$ cat config.mk
export PLATFORM = sky130hd
export DESIGN_NAME = fixed16_16_to_decimal_text_top_flat
export DESIGN_NICKNAME = d
export VERILOG_FILES = /design/src/sv/fxd_pkg.sv /design/src/sv/fxd_channels.sv /design/src/sv/fxd_conv.sv /design/src/sv/fxd_queue.sv /design/src/sv/fxd_emit.sv /design/src/sv/fixed16_16_to_decimal_text_top.sv /design/src/flat_wrapper.sv
export SDC_FILE = /design/constraint.sdc
export NUM_CORES = 1
export LEC_CHECK = 0
export ABC_AREA = 1
export BUFFER_PORTS_ARGS = -buffer_cell sky130_fd_sc_hd__buf_4
export CORE_MARGIN = 5
export CORE_UTILIZATION = 47
export DETAILED_ROUTE_END_ITERATION = 12
export PLACE_DENSITY_LB_ADDON = 0.2
export SLEW_MARGIN = 0
export SYNTH_ARGS = -nofsm -noshare
export SYNTH_HDL_FRONTEND = slang
export SYNTH_SLANG_ARGS = --single-unit
$ cat constraint.sdc
create_clock -name clock -period 8.8 [get_ports clock]
set_input_delay 1.32 -clock clock [delete_from_list [all_inputs] [get_ports clock]]
set_output_delay 1.32 -clock clock [all_outputs]
set_load 0.05 [all_outputs]
$ cat src/sv/fxd_pkg.sv
package fxd_pkg;

   localparam int INT_DIGITS              = 5;
   localparam int MS_SHIFT                = 3;
   localparam int MAX_FRAC_DIGITS_DEFAULT = 6;
   localparam int QUEUE_DEPTH_DEFAULT     = 2;

   localparam logic [7:0] CH_MINUS = 8'h2d;
   localparam logic [7:0] CH_POINT = 8'h2e;
   localparam logic [7:0] CH_ZERO  = 8'h30;

   // x / 10 equals (x * 0xcccd) >> 19 for every 16-bit x.
   localparam logic [15:0] DIV10_RECIP = 16'hcccd;
   localparam int          DIV10_SHIFT = 19;

   typedef logic [3:0] bcd_type;

   typedef enum logic [1:0] {
      CONV_IDLE,
      CONV_STEP,
      CONV_ROUND,
      CONV_PUSH
   } conv_state_type;

endpackage

$ cat src/sv/fxd_channels.sv
interface fxd_req_if;
   logic        valid;
   logic        ready;
   logic [31:0] value;
   logic        negative;
   logic [2:0]  digits;
   logic        millis;

   modport source (output valid, value, negative, digits, millis, input ready);
   modport sink (input valid, value, negative, digits, millis, output ready);
endinterface

interface fxd_rsp_if;
   logic       valid;
   logic       ready;
   logic [7:0] ch;
   logic       last;

   modport source (output valid, ch, last, input ready);
   modport sink (input valid, ch, last, output ready);
endinterface

$ cat src/sv/fxd_conv.sv
module fxd_conv
   import fxd_pkg::*;
#(
   parameter int MAX_FRAC_DIGITS = MAX_FRAC_DIGITS_DEFAULT,
   localparam int DIG_N = INT_DIGITS + MAX_FRAC_DIGITS,
   localparam int POS_W = $clog2(DIG_N + MS_SHIFT + 1),
   localparam int REC_W = 1 + 3 * POS_W + 4 * DIG_N
) (
   input  logic             clock,
   input  logic             reset,
   fxd_req_if.sink          req_chan,
   output logic             rec_valid,
   input  logic             rec_ready,
   output logic [REC_W-1:0] rec_data
);

   localparam int STEPS  = (MAX_FRAC_DIGITS > INT_DIGITS) ? MAX_FRAC_DIGITS : INT_DIGITS;
   localparam int STEP_W = $clog2(STEPS);
   localparam logic [STEP_W-1:0] STEP_LAST = STEP_W'(STEPS - 1);
   localparam logic [POS_W-1:0]  MAX_DEC   = POS_W'(MAX_FRAC_DIGITS);
   localparam logic [POS_W-1:0]  INT_POS   = POS_W'(INT_DIGITS);
   localparam logic [POS_W-1:0]  MS_POS    = POS_W'(INT_DIGITS + MS_SHIFT);
   localparam logic [POS_W-1:0]  SHIFT_POS = POS_W'(MS_SHIFT);

   conv_state_type state_ff, state_in;
   logic [15:0]        ip_ff, ip_in;
   logic [15:0]        frac_ff, frac_in;
   logic [STEP_W-1:0]  step_ff, step_in;
   logic [POS_W-1:0]   dec_ff, dec_in;
   logic [POS_W-1:0]   end_ff, end_in;
   logic [POS_W-1:0]   pt_ff, pt_in;
   logic [POS_W-1:0]   lim_ff, lim_in;
   logic               neg_ff, neg_in;
   logic               rnd_ff, rnd_in;
   bcd_type [INT_DIGITS-1:0]      int_dig_ff, int_dig_in;
   bcd_type [MAX_FRAC_DIGITS-1:0] frac_dig_ff, frac_dig_in;
   bcd_type [DIG_N-1:0]           dig_ff, dig_in;

   always_comb begin
      logic [31:0]                        q_prod;
      logic [15:0]                        q;
      logic [19:0]                        f10;
      bcd_type                            idig;
      logic [4*(MAX_FRAC_DIGITS+1)-1:0]   frac_cat;
      bcd_type [DIG_N-1:0]                all_d;
      logic                               run;
      logic [POS_W-1:0]                   dec_sum;
      logic [POS_W-1:0]                   dec_c;
      logic [POS_W-1:0]                   pt_c;
      logic [POS_W-1:0]                   end_c;
      logic [POS_W-1:0]                   start;

      state_in    = state_ff;
      ip_in       = ip_ff;
      frac_in     = frac_ff;
      step_in     = step_ff;
      dec_in      = dec_ff;
      end_in      = end_ff;
      pt_in       = pt_ff;
      lim_in      = lim_ff;
      neg_in      = neg_ff;
      rnd_in      = rnd_ff;
      int_dig_in  = int_dig_ff;
      frac_dig_in = frac_dig_ff;
      dig_in      = dig_ff;
      run         = 1'b0;

      req_chan.ready = (state_ff == CONV_IDLE);
      rec_valid      = (state_ff == CONV_PUSH);

      q_prod   = 32'(ip_ff) * 32'(DIV10_RECIP);
      q        = 16'(q_prod >> DIV10_SHIFT);
      idig     = bcd_type'(ip_ff - 16'(q * 16'd10));
      f10      = 20'(frac_ff) * 20'd10;
      frac_cat = {f10[19:16], frac_dig_ff};

      dec_sum = POS_W'(req_chan.digits) + (req_chan.millis ? SHIFT_POS : POS_W'(0));
      dec_c   = (dec_sum > MAX_DEC) ? MAX_DEC : dec_sum;
      pt_c    = req_chan.millis ? MS_POS : INT_POS;
      end_c   = INT_POS + dec_c;

      for (int i = 0; i < INT_DIGITS; i++) begin
         all_d[i] = int_dig_ff[i];
      end
      for (int j = 0; j < MAX_FRAC_DIGITS; j++) begin
         all_d[INT_DIGITS + j] = frac_dig_ff[j];
      end

      unique case (state_ff)
         CONV_IDLE: begin
            if (req_chan.valid) begin
               ip_in    = req_chan.value[31:16];
               frac_in  = req_chan.value[15:0];
               neg_in   = req_chan.negative;
               dec_in   = dec_c;
               pt_in    = pt_c;
               end_in   = end_c;
               lim_in   = ((pt_c < end_c) ? pt_c : end_c) - POS_W'(1);
               rnd_in   = req_chan.value[15];
               step_in  = '0;
               state_in = CONV_STEP;
            end
         end
         CONV_STEP: begin
            ip_in   = q;
            frac_in = f10[15:0];
            if (POS_W'(step_ff) < INT_POS) begin
               int_dig_in = {int_dig_ff[INT_DIGITS-2:0], idig};
            end
            if (POS_W'(step_ff) < MAX_DEC) begin
               frac_dig_in = frac_cat[4*(MAX_FRAC_DIGITS+1)-1:4];
            end
            // The round bit is the top of the residue after the last digit kept.
            if (POS_W'(step_ff) + POS_W'(1) == dec_ff) begin
               rnd_in = f10[15];
            end
            if (step_ff == STEP_LAST) begin
               state_in = CONV_ROUND;
            end else begin
               step_in = step_ff + STEP_W'(1);
            end
         end
         CONV_ROUND: begin
            run = rnd_ff;
            for (int i = DIG_N - 1; i >= 0; i--) begin
               dig_in[i] = all_d[i];
               if (POS_W'(i) < end_ff) begin
                  if (run) begin
                     dig_in[i] = (all_d[i] == bcd_type'(9) && i > 0) ?
                                 bcd_type'(0) : bcd_type'(all_d[i] + bcd_type'(1));
                  end
                  run = run && (all_d[i] == bcd_type'(9));
               end
            end
            state_in = CONV_PUSH;
         end
         CONV_PUSH: begin
            if (rec_ready) begin
               state_in = CONV_IDLE;
            end
         end
      endcase

      // Leading zeros are skipped, but never past the last integer digit shown.
      start = lim_ff;
      for (int i = DIG_N - 1; i >= 0; i--) begin
         if (POS_W'(i) < lim_ff && dig_ff[i] != bcd_type'(0)) begin
            start = POS_W'(i);
         end
      end

      rec_data = {neg_ff, start, end_ff, pt_ff, dig_ff};
   end

   always_ff @(posedge clock) begin
      if (reset) begin
         state_ff <= CONV_IDLE;
      end else begin
         state_ff <= state_in;
      end
      ip_ff       <= ip_in;
      frac_ff     <= frac_in;
      step_ff     <= step_in;
      dec_ff      <= dec_in;
      end_ff      <= end_in;
      pt_ff       <= pt_in;
      lim_ff      <= lim_in;
      neg_ff      <= neg_in;
      rnd_ff      <= rnd_in;
      int_dig_ff  <= int_dig_in;
      frac_dig_ff <= frac_dig_in;
      dig_ff      <= dig_in;
   end

endmodule

$ cat src/sv/fxd_queue.sv
module fxd_queue
   import fxd_pkg::*;
#(
   parameter int DEPTH = QUEUE_DEPTH_DEFAULT,
   parameter int WIDTH = 1
) (
   input  logic             clock,
   input  logic             reset,
   input  logic             in_valid,
   output logic             in_ready,
   input  logic [WIDTH-1:0] in_data,
   output logic             out_valid,
   input  logic             out_ready,
   output logic [WIDTH-1:0] out_data
);

   localparam int CNT_W = $clog2(DEPTH + 1);

   logic [CNT_W-1:0] count_ff, count_in;
   logic [WIDTH-1:0] slot_ff [DEPTH];
   logic [WIDTH-1:0] slot_in [DEPTH];

   always_comb begin
      logic             push;
      logic             pop;
      logic [CNT_W-1:0] wr_idx;

      in_ready  = (count_ff < CNT_W'(DEPTH));
      out_valid = (count_ff != '0);
      out_data  = slot_ff[0];

      push   = in_valid && in_ready;
      pop    = out_valid && out_ready;
      wr_idx = count_ff - CNT_W'(pop);

      // The head always sits in the first slot; a pop moves the rest up one.
      for (int i = 0; i < DEPTH; i++) begin
         slot_in[i] = slot_ff[i];
         if (pop && i < DEPTH - 1) begin
            slot_in[i] = slot_ff[(i + 1) % DEPTH];
         end
         if (push && wr_idx == CNT_W'(i)) begin
            slot_in[i] = in_data;
         end
      end

      count_in = count_ff + CNT_W'(push) - CNT_W'(pop);
   end

   always_ff @(posedge clock) begin
      if (reset) begin
         count_ff <= '0;
      end else begin
         count_ff <= count_in;
      end
      for (int i = 0; i < DEPTH; i++) begin
         slot_ff[i] <= slot_in[i];
      end
   end

endmodule

$ cat src/sv/fxd_emit.sv
module fxd_emit
   import fxd_pkg::*;
#(
   parameter int MAX_FRAC_DIGITS = MAX_FRAC_DIGITS_DEFAULT,
   localparam int DIG_N = INT_DIGITS + MAX_FRAC_DIGITS,
   localparam int POS_W = $clog2(DIG_N + MS_SHIFT + 1),
   localparam int REC_W = 1 + 3 * POS_W + 4 * DIG_N
) (
   input  logic             clock,
   input  logic             reset,
   input  logic             rec_valid,
   output logic             rec_ready,
   input  logic [REC_W-1:0] rec_data,
   fxd_rsp_if.source        rsp_chan
);

   localparam int DIG_W = $clog2(DIG_N);

   logic                busy_ff, busy_in;
   logic                neg_ff, neg_in;
   logic                dot_ff, dot_in;
   logic [POS_W-1:0]    idx_ff, idx_in;
   logic [POS_W-1:0]    end_ff, end_in;
   logic [POS_W-1:0]    pt_ff, pt_in;
   bcd_type [DIG_N-1:0] dig_ff, dig_in;

   logic show_dot;
   logic is_last;
   logic take;

   always_comb begin
      logic                r_neg;
      logic [POS_W-1:0]    r_start;
      logic [POS_W-1:0]    r_end;
      logic [POS_W-1:0]    r_pt;
      bcd_type [DIG_N-1:0] r_dig;

      {r_neg, r_start, r_end, r_pt, r_dig} = rec_data;

      show_dot = (idx_ff == pt_ff) && !dot_ff;
      is_last  = !neg_ff && !show_dot && (idx_ff + POS_W'(1) == end_ff);

      priority if (neg_ff) begin
         rsp_chan.ch = CH_MINUS;
      end else if (show_dot) begin
         rsp_chan.ch = CH_POINT;
      end else begin
         rsp_chan.ch = CH_ZERO + 8'(dig_ff[idx_ff[DIG_W-1:0]]);
      end
      rsp_chan.valid = busy_ff;
      rsp_chan.last  = is_last;

      take      = busy_ff && rsp_chan.ready;
      rec_ready = !busy_ff || (take && is_last);

      busy_in = busy_ff;
      neg_in  = neg_ff;
      dot_in  = dot_ff;
      idx_in  = idx_ff;
      end_in  = end_ff;
      pt_in   = pt_ff;
      dig_in  = dig_ff;

      if (take) begin
         priority if (neg_ff) begin
            neg_in = 1'b0;
         end else if (show_dot) begin
            dot_in = 1'b1;
         end else if (is_last) begin
            busy_in = 1'b0;
         end else begin
            idx_in = idx_ff + POS_W'(1);
         end
      end

      if (rec_valid && rec_ready) begin
         busy_in = 1'b1;
         neg_in  = r_neg;
         dot_in  = 1'b0;
         idx_in  = r_start;
         end_in  = r_end;
         pt_in   = r_pt;
         dig_in  = r_dig;
      end
   end

   always_ff @(posedge clock) begin
      if (reset) begin
         busy_ff <= 1'b0;
         neg_ff  <= 1'b0;
         dot_ff  <= 1'b0;
      end else begin
         busy_ff <= busy_in;
         neg_ff  <= neg_in;
         dot_ff  <= dot_in;
      end
      idx_ff <= idx_in;
      end_ff <= end_in;
      pt_ff  <= pt_in;
      dig_ff <= dig_in;
   end

   a_idx_in_range: assert property (@(posedge clock) disable iff (reset)
      busy_ff |-> idx_ff < end_ff)
      else $error("Character position has run past the end of the item.");

   a_drain_when_empty: assert property (@(posedge clock) disable iff (reset)
      (take && is_last && !rec_valid) |=> !busy_ff)
      else $error("Output stays valid after the final character with nothing queued.");

   a_hold_mid_item: assert property (@(posedge clock) disable iff (reset)
      (take && !is_last) |=> busy_ff)
      else $error("Output went idle before the final character of an item.");

endmodule

$ cat src/sv/fixed16_16_to_decimal_text_top.sv
// After acceptance the converter makes one digit step per cycle, then a rounding step, and
// then hands the item to the queue; it takes a new item only once the last has gone there.
// The emitter sends one character per cycle while the receiver is ready, and each item is
// 1 to 7 + MAX_FRAC_DIGITS characters long.
// Reset is synchronous and active high; it empties the queue and idles both halves at once.
module fixed16_16_to_decimal_text_top
   import fxd_pkg::*;
#(
   parameter int MAX_FRAC_DIGITS = MAX_FRAC_DIGITS_DEFAULT,
   parameter int QUEUE_DEPTH     = QUEUE_DEPTH_DEFAULT
) (
   input logic       clock,
   input logic       reset,
   fxd_req_if.sink   req_chan,
   fxd_rsp_if.source rsp_chan
);

   localparam int DIG_N = INT_DIGITS + MAX_FRAC_DIGITS;
   localparam int POS_W = $clog2(DIG_N + MS_SHIFT + 1);
   localparam int REC_W = 1 + 3 * POS_W + 4 * DIG_N;

   logic             conv_valid;
   logic             conv_ready;
   logic [REC_W-1:0] conv_data;
   logic             emit_valid;
   logic             emit_ready;
   logic [REC_W-1:0] emit_data;

   fxd_conv #(
      .MAX_FRAC_DIGITS(MAX_FRAC_DIGITS)
   ) u_conv (
      .clock     (clock),
      .reset     (reset),
      .req_chan  (req_chan),
      .rec_valid (conv_valid),
      .rec_ready (conv_ready),
      .rec_data  (conv_data)
   );

   fxd_queue #(
      .DEPTH(QUEUE_DEPTH),
      .WIDTH(REC_W)
   ) u_queue (
      .clock     (clock),
      .reset     (reset),
      .in_valid  (conv_valid),
      .in_ready  (conv_ready),
      .in_data   (conv_data),
      .out_valid (emit_valid),
      .out_ready (emit_ready),
      .out_data  (emit_data)
   );

   fxd_emit #(
      .MAX_FRAC_DIGITS(MAX_FRAC_DIGITS)
   ) u_emit (
      .clock     (clock),
      .reset     (reset),
      .rec_valid (emit_valid),
      .rec_ready (emit_ready),
      .rec_data  (emit_data),
      .rsp_chan  (rsp_chan)
   );

endmodule
$ cat src/flat_wrapper.sv
// flat-port wrapper written by rule: the top's interface ports become plain ports
module fixed16_16_to_decimal_text_top_flat import fxd_pkg::*;
#(
   parameter int MAX_FRAC_DIGITS = MAX_FRAC_DIGITS_DEFAULT,
   parameter int QUEUE_DEPTH     = QUEUE_DEPTH_DEFAULT
)
  (clock, reset, req_chan_valid, req_chan_value, req_chan_negative, req_chan_digits, req_chan_millis, req_chan_ready, rsp_chan_valid, rsp_chan_ch, rsp_chan_last, rsp_chan_ready);
  fxd_req_if req_chan_i ();
  fxd_rsp_if rsp_chan_i ();
  input logic clock;
  input logic reset;
  input wire logic [$bits(req_chan_i.valid)-1:0] req_chan_valid;
  input wire logic [$bits(req_chan_i.value)-1:0] req_chan_value;
  input wire logic [$bits(req_chan_i.negative)-1:0] req_chan_negative;
  input wire logic [$bits(req_chan_i.digits)-1:0] req_chan_digits;
  input wire logic [$bits(req_chan_i.millis)-1:0] req_chan_millis;
  output wire logic [$bits(req_chan_i.ready)-1:0] req_chan_ready;
  output wire logic [$bits(rsp_chan_i.valid)-1:0] rsp_chan_valid;
  output wire logic [$bits(rsp_chan_i.ch)-1:0] rsp_chan_ch;
  output wire logic [$bits(rsp_chan_i.last)-1:0] rsp_chan_last;
  input wire logic [$bits(rsp_chan_i.ready)-1:0] rsp_chan_ready;
  assign req_chan_i.valid = req_chan_valid;
  assign req_chan_i.value = req_chan_value;
  assign req_chan_i.negative = req_chan_negative;
  assign req_chan_i.digits = req_chan_digits;
  assign req_chan_i.millis = req_chan_millis;
  assign req_chan_ready = req_chan_i.ready;
  assign rsp_chan_valid = rsp_chan_i.valid;
  assign rsp_chan_ch = rsp_chan_i.ch;
  assign rsp_chan_last = rsp_chan_i.last;
  assign rsp_chan_i.ready = rsp_chan_ready;
  fixed16_16_to_decimal_text_top #(.MAX_FRAC_DIGITS(MAX_FRAC_DIGITS), .QUEUE_DEPTH(QUEUE_DEPTH)) u_core (.clock(clock), .reset(reset), .req_chan(req_chan_i), .rsp_chan(rsp_chan_i));
endmodule
==> impl_metrics.py <==
metrics = {
    "global_route": {
        "grt_first_pass_wirelength_mm": 67.44,
        "grt_max_degree": 84,
        "grt_pass1_vias": 12830,
        "track_usage_pct": 18.83,
        "grt.overflow.total": 0,
        "antenna_found_initial": 1,
    },
    "yosys": {
        "synth-seq-cells": 310,
        "seq_area_frac_synth_pct": 48.19,
        "avgSynthCellArea_um2": 10.17,
        "synthMuxAreaShare_pct": 0,
        "yosys_warnings": 0,
        "synth_xor_xnor_area_share_pct": 2.558,
        "synth_top_family_by_area": "adder cells",
        "synth_enable_flop_cells": 303,
        "synthAdderAreaFrac_pct": 20.18,
        "async_flop_share_pct": 0,
        "syn-cell-area_um2": 19170,
        "synthFlopType": "edfxtp_1",
        "synth_compound_area_share_pct": 7.478,
        "yosys.area_share.simple_pct": 14.28,
        "synth_cell_types": 53,
        "syn_inst": 1885,
    },
    "clock_network": {
        "cts.sinks": 310,
        "clk_latency_ps": 530,
        "cts_resized": 0,
        "numCtsBuffers": 35,
        "cts_tree": "done",
        "clockRootBuffer": "clkbuf_16",
        "htreeDepth": 2,
        "cts_buffer_depth": 3,
        "postCtsSetupRepairBufs": 0,
        "ctsHoldBuffers": 0,
        "clk_pin_slew_ps": 60,
    },
    "cells_and_area": {
        "final_nets": 2251,
        "syn_to_final_growth_pct": 11.22,
        "layout-drive-gt1-share_pct": 7.537,
        "fillers": 3604,
        "diodes": 0,
        "layout.cells.non_filler": 2509,
    },
    "route": {
        "drc": 0,
        "vias_per_cell": 5.031,
        "first_iter_violations": 618,
        "dr.pass1.iters": 5,
        "vias": 12620,
        "detail-route-antenna-nets": 0,
        "wl_per_cell_um": 16.56,
        "routed_wirelength_mm": 41.54,
    },
    "job": {
        "drv_cap": 0,
    },
    "sta": {
        "fin_skew_ps": 12.60,
        "tightest_slew_ps": 1141,
        "period_share_pct": 73.68,
        "max_freq_mhz": 154.2,
        "grt_setup_unrepaired": "false",
        "setup_violations": 0,
        "slew-limit-headroom_pct": 23.84,
        "hold_violations": 0,
        "fin_crit_ps": 6484,
        "drv_slew": 0,
        "fin_setup_tns_ps": 0,
    },
    "worst_setup_path": {
        "endpoint_kind": "flop",
        "cp_max_fo": 6,
        "required_ps": 9090,
        "crit_type": "reg -> reg",
        "worst_r2r_path_depth": 27,
        "cp-start-kind": "flop",
        "cp.arrival_ps": 6770,
    },
    "placement": {
        "gp_routability_congestion": 0.9971,
        "dp_cells": 2445,
        "place_hpwl_mm": 32.94,
        "io_buffer_count": 48,
    },
    "floorplanning": {
        "start_util_pct": 47.28,
        "dieHeight_um": 212.0,
        "die-width_um": 212.0,
        "die-area_um2": 44930,
        "io_pins": 52,
        "num_rows": 74,
        "coreArea_um2": 40550,
    },
    "status": {
        "outcome": "finished clean",
    },
    "worst_hold_path": {
        "hold_depth": 0,
        "hold_class": "reg -> reg",
    },
}
-- state kept, by name (all words and copies together), names as in the netlist --
| signal | cells |
|---|---|
| u_core.u_emit.pt_ff | 2 |
| u_core.u_emit.dig_ff | 44 |
| u_core.u_conv.lim_ff | 4 |
| u_core.u_emit.idx_ff | 4 |
| u_core.u_conv.pt_ff | 2 |
| u_core.u_emit.neg_ff | 1 |
| u_core.u_conv.ip_ff | 16 |
| u_core.u_conv.end_ff | 4 |
| u_core.u_conv.state_ff | 2 |
| u_core.u_conv.rnd_ff | 1 |
| u_core.u_queue.count_ff | 2 |
| u_core.u_emit.end_ff | 4 |
| u_core.u_conv.step_ff | 3 |
| u_core.u_conv.dec_ff | 4 |
| u_core.u_conv.frac_ff | 16 |
| u_core.u_emit.dot_ff | 1 |
| u_core.u_conv.int_dig_ff | 20 |
| u_core.u_queue.slot_ff | 110 |
| u_core.u_conv.neg_ff | 1 |
| u_core.u_emit.rsp_chan.valid | 1 |
| u_core.u_conv.rec_data | 44 |
| u_core.u_conv.frac_dig_ff | 24 |
-- routing by layer --
layer,up-vias,routed length (um),global-route usage (%)
met2,249,20650,32.66
met1,5884,18000,24.58
li1,6411,-,-
met4,2,1429,6.331
met3,78,1442,2.523
met5,-,19,0
-- Yosys cell counts (4+ instances only) --
cell type | count | share of area (%)
o21ai_0 | 116 | 3.0
inv_1 | 326 | 6.4
nor2_2 | 9 | 0.29
ha_1 | 178 | 12
o21ai_1 | 7 | 0.18
nand3b_1 | 6 | 0.23
o21bai_1 | 5 | 0.20
a31oi_1 | 6 | 0.20
nor3_1 | 15 | 0.39
a21o_1 | 8 | 0.31
dfxtp_1 | 7 | 0.73
nand4_1 | 26 | 0.85
nor2_1 | 121 | 2.4
xnor2_1 | 13 | 0.59
xor2_1 | 43 | 2.0
o22ai_1 | 4 | 0.13
a211oi_1 | 4 | 0.16
o221ai_1 | 6 | 0.27
nand3_1 | 53 | 1.4
or2_2 | 5 | 0.16
o211ai_1 | 6 | 0.23
edfxtp_1 | 303 | 47
clkbuf_1 | 21 | 0.41
a21oi_1 | 71 | 1.9
nand2_1 | 384 | 7.5
inv_2 | 6 | 0.12
fa_1 | 82 | 8.6
o31ai_1 | 7 | 0.27
buf_4 | 6 | 0.23
-- layout make-up --
type | count | area [um2] | area share (%)
Clock buffer | 39 | 890.9 | 4.178
Timing Repair Buffer | 56 | 420.4 | 1.971
Clock inverter | 25 | 292.8 | 1.373
Sequential cell | 310 | 9239 | 43.33
Tap cell | 532 | 665.6 | 3.122
Inverter | 333 | 1252 | 5.873
Multi-Input combinational cell | 1214 | 8563 | 40.16
-- worst paths after layout --
check	slack, ps	end	startpoint
hold / removal	420	u_core.u_emit.dig_ff[41]	u_core.u_queue.slot_ff[0][41]
setup reg to reg	2320	u_core.u_conv.int_dig_ff[3]	u_core.u_conv.ip_ff[2]
setup / recovery	2320	u_core.u_conv.int_dig_ff[3]	u_core.u_conv.ip_ff[2]
hold reg to reg	420	u_core.u_emit.dig_ff[41]	u_core.u_queue.slot_ff[0][41]
-- kinds of logic after synthesis --
family                     count (synthesis)
DFF                                      310
AOI/OAI and AO/OA                        255
xor gates and xnor gates                  56
adders and majority gates                260
and+or+nand+nor                          639
other                                      2
buffers and inverters                    363
-- per-stage QoR --
step	setup WS, ps	instance area, um2	hold WS [ps]	utilization (%)
6_report	2316	21320	416.2	52.58
5_1_grt	1961	21320	422.0	52.58
4_1_cts	2323	21320	417.6	52.58
3_5_place_dp	2358	20140	404.5	49.66
3_3_place_gp	2419	20140	403.8	49.66
2_1_floorplan	2142	19180	400.3	-
-- cell usage in the layout (no fill, tap or decap), drive strengths merged, types with 3 or more instances in the layout --
cell	count
inv	334
bufinv	5
conb	4
nand4	28
or2	5
nor2	133
xor2	43
o21a	3
o21bai	5
o21ai	124
nor3	18
dfxtp	7
clkinv	19
o22ai	4
a21boi	4
o211ai	6
a21o	8
a31oi	6
clkbuf	39
ha	178
a211oi	4
fa	82
o31ai	7
buf	56
a21oi	71
o221ai	6
nand2	388
nand3b	6
nor4	3
edfxtp	303
o41ai	3
xnor2	13
nand3	56
-- critical path: stages, from the launching register on --
cell and delay (ps):
edfxtp_1 530, ha_1 400, inv_1 80, fa_1 540, inv_1 60, fa_1 530, fa_1 530, fa_1 550
inv_1 50, fa_1 530, inv_1 40, ha_1 300, nand2_1 100, nor2_1 190, inv_1 110, nor3_1 210
nand2_1 80, nand2_1 80, xnor2_1 140, inv_1 110, ha_1 150, inv_1 50, fa_1 370, xnor2_1 190
nand3b_1 150, nand2_1 70, nand2_1 60, nand2_1 40
Power is not shown: default switching activity piles up to over one toggle a cycle in this logic, so the estimate is an artifact.
